## src/design/linear_feather_seam_blend_top_defines.svh

```systemverilog
// ----------------------------------------------------------------------------
// Assertion macros for the seam blend block
// Concurrent assertion wrappers on clk, empty when synthesised.
// ----------------------------------------------------------------------------
`ifndef LINEAR_FEATHER_SEAM_BLEND_TOP_DEFINES_SVH
`define LINEAR_FEATHER_SEAM_BLEND_TOP_DEFINES_SVH

`ifndef SYNTHESIS
// Checked out of reset only
`define LFSB_ASSERT(label, prop, msg) \
    label: assert property (@(posedge clk) disable iff (!rst_n) prop) else $error(msg);
// Checked at every edge, reset included
`define LFSB_ASSERT_ALWAYS(label, prop, msg) \
    label: assert property (@(posedge clk) prop) else $error(msg);
`else
`define LFSB_ASSERT(label, prop, msg)
`define LFSB_ASSERT_ALWAYS(label, prop, msg)
`endif

`endif

```

## src/design/lfsb_pkg.sv

```systemverilog
// ----------------------------------------------------------------------------
// lfsb_pkg
// Types and constants shared by the seam blend modules.
// ----------------------------------------------------------------------------
package lfsb_pkg;

    localparam int COL_W    = 12;
    localparam int OVW_W    = 13;
    localparam int PIX_W    = 8;
    localparam int NUM_W    = 20;   // 255 * 4096 fits
    localparam int RECIP_W  = 32;
    localparam int RECIP_SHIFT = 31;
    localparam int CFG_IDX_W = 2;

    localparam logic [OVW_W-1:0] MAX_WIDTH = 13'd4096;
    // floor(2^31 / 1), reciprocal for the reset width
    localparam logic [RECIP_W-1:0] RECIP_RESET = 32'h8000_0000;

    localparam logic [CFG_IDX_W-1:0] CFG_START_COLUMN  = 2'd0;
    localparam logic [CFG_IDX_W-1:0] CFG_OVERLAP_WIDTH = 2'd1;

    typedef struct packed {
        logic [COL_W-1:0] column;
        logic [PIX_W-1:0] left_blue;
        logic [PIX_W-1:0] left_green;
        logic [PIX_W-1:0] left_red;
        logic [PIX_W-1:0] warped_blue;
        logic [PIX_W-1:0] warped_green;
        logic [PIX_W-1:0] warped_red;
    } lfsb_pix_t;

    typedef struct packed {
        logic [PIX_W-1:0] out_blue;
        logic [PIX_W-1:0] out_green;
        logic [PIX_W-1:0] out_red;
        logic             in_overlap;
    } lfsb_res_t;

    typedef struct packed {
        logic             start;
        logic [OVW_W-1:0] divisor;
    } lfsb_recip_req_t;

    typedef logic [2:0][PIX_W-1:0] lfsb_rgb_t;

endpackage

```

## src/design/lfsb_recip.sv

```systemverilog
// ----------------------------------------------------------------------------
// lfsb_recip
// Restoring divider: floor(2^31 / divisor), one quotient bit per cycle.
// ----------------------------------------------------------------------------
module lfsb_recip
(
    input  logic                                clk,
    input  logic                                rst_n,
    input  lfsb_pkg::lfsb_recip_req_t           req,
    output logic                                busy,
    output logic [lfsb_pkg::RECIP_W-1:0]        recip
);

    localparam int CNT_W = $clog2(lfsb_pkg::RECIP_W);

    logic                           busy_reg,  busy_next;
    logic [CNT_W-1:0]               cnt_reg,   cnt_next;
    logic [lfsb_pkg::OVW_W-1:0]     rem_reg,   rem_next;
    logic [lfsb_pkg::OVW_W-1:0]     div_reg,   div_next;
    logic [lfsb_pkg::RECIP_W-1:0]   quot_reg,  quot_next;
    logic [lfsb_pkg::OVW_W:0]       rem_shift;
    logic                           dbit;
    logic                           ge;

    always_comb
    begin
        // dividend is a single one in its top bit
        dbit      = (cnt_reg == CNT_W'(lfsb_pkg::RECIP_W - 1));
        rem_shift = {rem_reg, dbit};
        ge        = (rem_shift >= {1'b0, div_reg});

        busy_next = busy_reg;
        cnt_next  = cnt_reg;
        rem_next  = rem_reg;
        div_next  = div_reg;
        quot_next = quot_reg;

        if (req.start)
        begin
            busy_next = 1'b1;
            cnt_next  = CNT_W'(lfsb_pkg::RECIP_W - 1);
            rem_next  = '0;
            div_next  = req.divisor;
        end
        else if (busy_reg)
        begin
            rem_next  = ge ? lfsb_pkg::OVW_W'(rem_shift - {1'b0, div_reg})
                           : rem_shift[lfsb_pkg::OVW_W-1:0];
            quot_next = {quot_reg[lfsb_pkg::RECIP_W-2:0], ge};
            cnt_next  = cnt_reg - CNT_W'(1);
            if (cnt_reg == '0)
            begin
                busy_next = 1'b0;
            end
        end
    end

    always_ff @(posedge clk or negedge rst_n)
    begin
        if (!rst_n)
        begin
            busy_reg <= 1'b0;
            cnt_reg  <= '0;
            rem_reg  <= '0;
            div_reg  <= lfsb_pkg::OVW_W'(1);
            quot_reg <= lfsb_pkg::RECIP_RESET;
        end
        else
        begin
            busy_reg <= busy_next;
            cnt_reg  <= cnt_next;
            rem_reg  <= rem_next;
            div_reg  <= div_next;
            quot_reg <= quot_next;
        end
    end

    assign busy  = busy_reg;
    assign recip = quot_reg;

endmodule

```

## config.mk

```make
export PLATFORM = sky130hd
export DESIGN_NAME = lfsb_recip
export DESIGN_NICKNAME = d
export VERILOG_FILES = /design/src/design/linear_feather_seam_blend_top_defines.svh /design/src/design/lfsb_pkg.sv /design/src/design/lfsb_recip.sv
export SDC_FILE = /design/constraint.sdc
export NUM_CORES = 1
export LEC_CHECK = 0
export ABC_AREA = 1
export BUFFER_PORTS_ARGS = -buffer_cell sky130_fd_sc_hd__buf_4
export CORE_ASPECT_RATIO = 1.2
export CORE_UTILIZATION = 30
export CTS_BUF_LIST = sky130_fd_sc_hd__clkbuf_8
export CTS_CLUSTER_SIZE = 14
export DETAILED_ROUTE_END_ITERATION = 10
export GPL_TIMING_DRIVEN = 0
export PLACE_DENSITY = 0.58
export SLEW_MARGIN = 25
export SYNTH_ARGS = -nofsm -noshare
export SYNTH_HDL_FRONTEND = slang
export SYNTH_SLANG_ARGS = --single-unit
```

## constraint.sdc

```tcl
create_clock -name clk -period 1.87 [get_ports clk]
set_input_delay 0.374 -clock clk [delete_from_list [all_inputs] [get_ports clk]]
set_output_delay 0.374 -clock clk [all_outputs]
set_load 0.01 [all_outputs]
```

# After elaboration in Yosys (flattened, before gate mapping)
# Index checks and enable logic that the tools add are counted.
# word_totals
register_bits	64
inputBits	16
elab_cells	21
# op_classes
n_addsub	2
order_cmp	1
n_eq_ne	1
muxes	8
bitwise_logic	1
n_reduce_logical	3
# op_table
op	n
13-bit two-way mux	3
14-bit by 13-bit >= comparator with 1-bit output	1
13-bit subtractor	1
5-bit two-way mux	2
5-bit == test (second input constant)	1
5-bit zero test	1
5-bit by 1-bit subtractor with 5-bit output (second input constant)	1
1-bit two-way mux	3
2-bit AND reduction	1
2-bit nonzero test	1
1-bit inverter	1

# Longest topological paths before layout
# logic_depth
depth_word	5
ltp_mapped	13

# Worst setup path after synthesis
# Ideal clock, no wire load.
# synth_timing
kind	register -> register
from	register cnt_reg[0]
to	register rem_reg[3] (netlist name)
setup_ps	121
arrival_time_ps	1930
setup_slack_ps	-181
path_stages_with_launch	14
synth_period_minus_slack_ps	2051
cell_sequence	dfrtp_1 ha_1 nand4_1 ha_1 fa_1 inv_1 nand2_1 nand3_2 nand2_2 nand3_4 nor2_4 buf_6 nand2_2 nand3_2
# synth_between
elab_chain_cells	5
word_cells_on_any_way	6
# synth_lines
item	line	rtl
start, declared	lfsb_recip.sv:17	logic [CNT_W-1:0] cnt_reg, cnt_next;
start signal, assigned	lfsb_recip.sv:71	cnt_reg <= cnt_next;
5-bit == test (*)	lfsb_recip.sv:28	dbit = (cnt_reg == CNT_W'(lfsb_pkg::RECIP_W - 1));
13-bit subtractor or 14-bit by 13-bit >= comparator with 1-bit output (tied branches)	lfsb_recip.sv:47, lfsb_recip.sv:30	
13-bit two-way mux (*)	lfsb_recip.sv:47	rem_next = ge ? lfsb_pkg::OVW_W'(rem_shift - {1'b0, div_reg})
13-bit two-way mux (*)	lfsb_recip.sv:45	else if (busy_reg)
13-bit two-way mux (*)	lfsb_recip.sv:38	if (req.start)
end signal, assigned	lfsb_recip.sv:72	rem_reg <= rem_next;
end, declared	lfsb_recip.sv:18	logic [lfsb_pkg::OVW_W-1:0] rem_reg, rem_next;
# Mark *: on every way between the ends. The rest lies on a longest branch, timed or not. The select of a mux whose other input is x is not followed.
# A chain may end at the register's enable or synchronous reset.

# Final worst setup path
# layout_timing
from	register cnt_reg[0]
to	register rem_reg[10] (netlist name)
# Same word-level chain as after synthesis.

==> metrics.md <==
| Metric | Value |
|---|---|
| Status | `finished with violations` |
| Failing checks | `negative setup slack` |
| Placed instance area | `4060 µm²` |
| Final setup violation count | `14` |
| Die H | `120 µm` |
| Post-Syn Instances | `457` |
| Net Count, Synth | `490` |
| Distinct cells, synth | `31` |
| Peak supply drop | `0.000696 V` |
| Critical path cell sequence | `ha_2 > nand4_1 > ha_2 > fa_2 > inv_2 > nand2_2 > nand3_2 > nand2_2 > nand3_4 > nor2_4 > clkbuf_16 > nand2_2 > nand3_2` |
| Number of placed instances, taps included | `659` |
| Hold/Removal Path Class | `input pin to asynchronous set/reset pin` |
| CP most frequent cell | `nand2_2` |
| Initial antenna violation count | `0` |
| FILL cells | `around 1100` |
| CTS Buf Count | `9` |
| DRT antenna net count | `0` |
| DRC violations left | `0` |
| WP data required | `about 2.1 ns` |
| Crit path arrival time | `2.41 ns` |
| First-pass GRT wire length | `14600 µm` |
| Clk slew on worst S/H paths | `0.08 ns` |
| Synthesized cell area | `3500 µm²` |
| TritonRoute pass-1 iters | `4` |
| Total power | `5.21 mW` |
| P_leak | `2.50 nW` |
| Post-synth EDFFs | `0` |
| Rows | `42` |
| Crit path capture type | `flop` |
| Power per cell area | `between 1000 and 1500 nW/µm²` |
| 1st-iter DRT viols | `88` |
| Final hold violations | `0` |
| Share of layout cells above drive strength 1 | `0.237` |
| Sequential share of the synthesized area | `0.458` |
| Port Buffers | `48` |
| H-tree depth | `3` |
| Yosys top cell area share | `0.443` |
| Vias in the first global route | `3178` |
| Vias | `approximately 3100` |
| Largest net degree at the start of global routing | `65` |
| Final Instance Count excl. Fillers | `682` |
| YS warnings | `0` |
| Starting Density | `0.313` |
| Synth-to-layout area growth | `26.7%` |
| Ports | `49` |
| Avg Inst Size Synth | `7.66 µm²` |
| Worst slew pin tran | `~0.8 ns` |
| Worst-case clock buffer depth | `2` |
| Root buf cell | `clkbuf_8` |
| Top cell type by total area after synthesis | `dfrtp_1` |
| CP Launch Type | `flop` |
| DR vias/cell | `4.48` |
| Hold WS | `0.105 ns` |
| Placement-stage worst setup slack | `-0.370 ns` |
| Max-Cap Viols | `0` |
| Die X | `101 µm` |
| GRT Residual Overflow | `0` |
| Largest register FFs | `32` |
| Drt total wl | `8510 µm` |
| Synth top area cells | `dfrtp_1 44%, nand2_1 20%, inv_1 6.5%, ha_1 5.7%, nand3_1 3.9%` |
| Async SR Flop Fraction | `1.00` |
| Total track usage | `0.156` |
| Slew Limit Fails | `0` |
| Slowest cell on the critical path | `dfrtp_1` |
| CTS Sinks | `64` |
| Nets@finish | `556` |
| Max Clock Freq | `0.460 GHz` |
| CTS tree | `yes` |
| Slowest stage delay, CP | `a little over 0.4 ns` |
| RSZ-0062 raised after global routing | `true` |
| Diodes inserted | `0` |
| Final Cell Area | `4440 µm²` |
| Placer congestion estimate | `0.910` |
| Critical path type | `flop to flop` |
| Wire per inst | `around 12 µm` |
| Tmin final | `2.17 ns` |
| Final HPWL DP | `~6000 µm` |
| Main synth FF type | `dfrtp_1` |
| Clock Latency Late Sink | `0.36 ns` |
| Synthesized flop and latch total | `64` |
| Period utilization | `1.16` |
| Slew HR | `0.460` |
| Max FO, Critical Path | `5` |
| Die area | `12100 µm²` |
| Core Footprint | `11200 µm²` |
| Fin worst setup slack | `-0.305 ns` |
| Clock skew | `0.0139 ns` |
-- cell usage in the layout, fill, tap and decap left out, types with 2 or more instances in the layout --
cell and count:
nor3_1 2, dfrtp_1 62, nand3_1 19, clkinvlp_4 3, clkbuf_8 9, dfstp_2 2
and2_1 2, o21ai_0 21, nor2_4 2, inv_2 2, ha_2 2, inv_1 60
nand2_1 183, a21oi_1 3, buf_4 54, ha_1 14, nand3_2 14, nand2_4 4
buf_2 2, nand2_2 17, nor2_1 12, bufinv_16 2, nand4_1 6, clkbuf_1 9
nor2_2 2, xor2_1 4
-- path summary, 6_finish.rpt --
| kind | from | endpoint | slack, ns | cells past startpoint |
|---|---|---|---|---|
| setup reg to reg | cnt_reg[0] | rem_reg[10] | -0.30 | 13 |
| setup / recovery | cnt_reg[0] | rem_reg[10] | -0.30 | 13 |
| hold reg to reg | div_reg[0] | div_reg[0] | 0.48 | 2 |
| hold / removal | rst_n | recip[13] | 0.11 | 1 |
| max in group asynchronous | rst_n | cnt_reg[2] | 1.23 | 1 |
| min in group clk | req[6] | div_reg[6] | 0.22 | 3 |
-- layout make-up --
type,instances,area [µm²],area share
inverter,63,241,0.0544
tap,154,193,0.0434
clock inverter,7,96.3,0.0217
sequential,64,1600,0.362
multi-input combinational,318,1690,0.381
clock buffer,9,124,0.0279
buffer,12,58.8,0.0133
timing repair buffer,55,430,0.0970
-- routing by layer --
metal | GRT usage | part of all wire | vias up | routed length [µm]
met5 | 0 | 0 | - | 0
met4 | 0.0915 | 0.036 | 0 | 303
met3 | 0.0451 | 0.054 | 22 | 456
met2 | 0.270 | 0.50 | 66 | 4250
met1 | 0.168 | 0.41 | 1427 | 3500
li1 | - | - | 1542 | -
-- worst max-delay path, delay by kind of cell, from the launching register on --
kind,cells,cell delay (ns)
adders and majority gates,3,0.76
buffers and inverters,2,0.26
DFF,1,0.41
and+or+nand+nor,8,0.64
-- synthesized netlist by cell type, types with 2 or more instances --
cell type,count
nand2_2,16
nor2_1,13
nand4_1,6
nand3_1,27
a21oi_1,3
o21ai_0,22
nor3_1,2
nor2_4,2
xor2_1,4
dfrtp_1,62
clkbuf_1,9
and2_1,2
nand3_2,6
dfstp_2,2
buf_2,2
inv_1,61
ha_1,16
nand2_1,188
inv_2,2
-- stage by stage --
| stage | utilization | setup TNS, ns |
|---|---|---|
| 2_1_floorplan | - | -1.01 |
| 3_3_place_gp | 0.363 | -4.81 |
| 3_5_place_dp | 0.363 | -4.80 |
| 4_1_cts | 0.388 | -3.65 |
| 5_1_grt | 0.396 | -5.41 |
| 6_report | 0.396 | -3.52 |
-- report_power, final --
group	internal [mW]	switching, mW
clock network	0.749	0.589
registers	1.66	0.229
logic	0.845	1.14
-- kinds of logic (layout without fill, tap and decap cells) --
family	after synthesis	count (layout)	share of synthesized area
fa+ha+maj	17	17	0.0629
compound gates	29	29	0.0464
xor+xnor	5	5	0.0125
buf+inv	75	146	0.0832
flops	64	64	0.458
simple gates	267	267	0.337
-- what timing repair did --
action,4_1_cts,5_1_grt
hold buffers,0,0
setup endpoints to repair,14,16
resized for setup,12,11
setup buffers,3,3
cloned,0,1
pin swaps,1,0
Note: power is estimated with default switching activity, not from simulation.
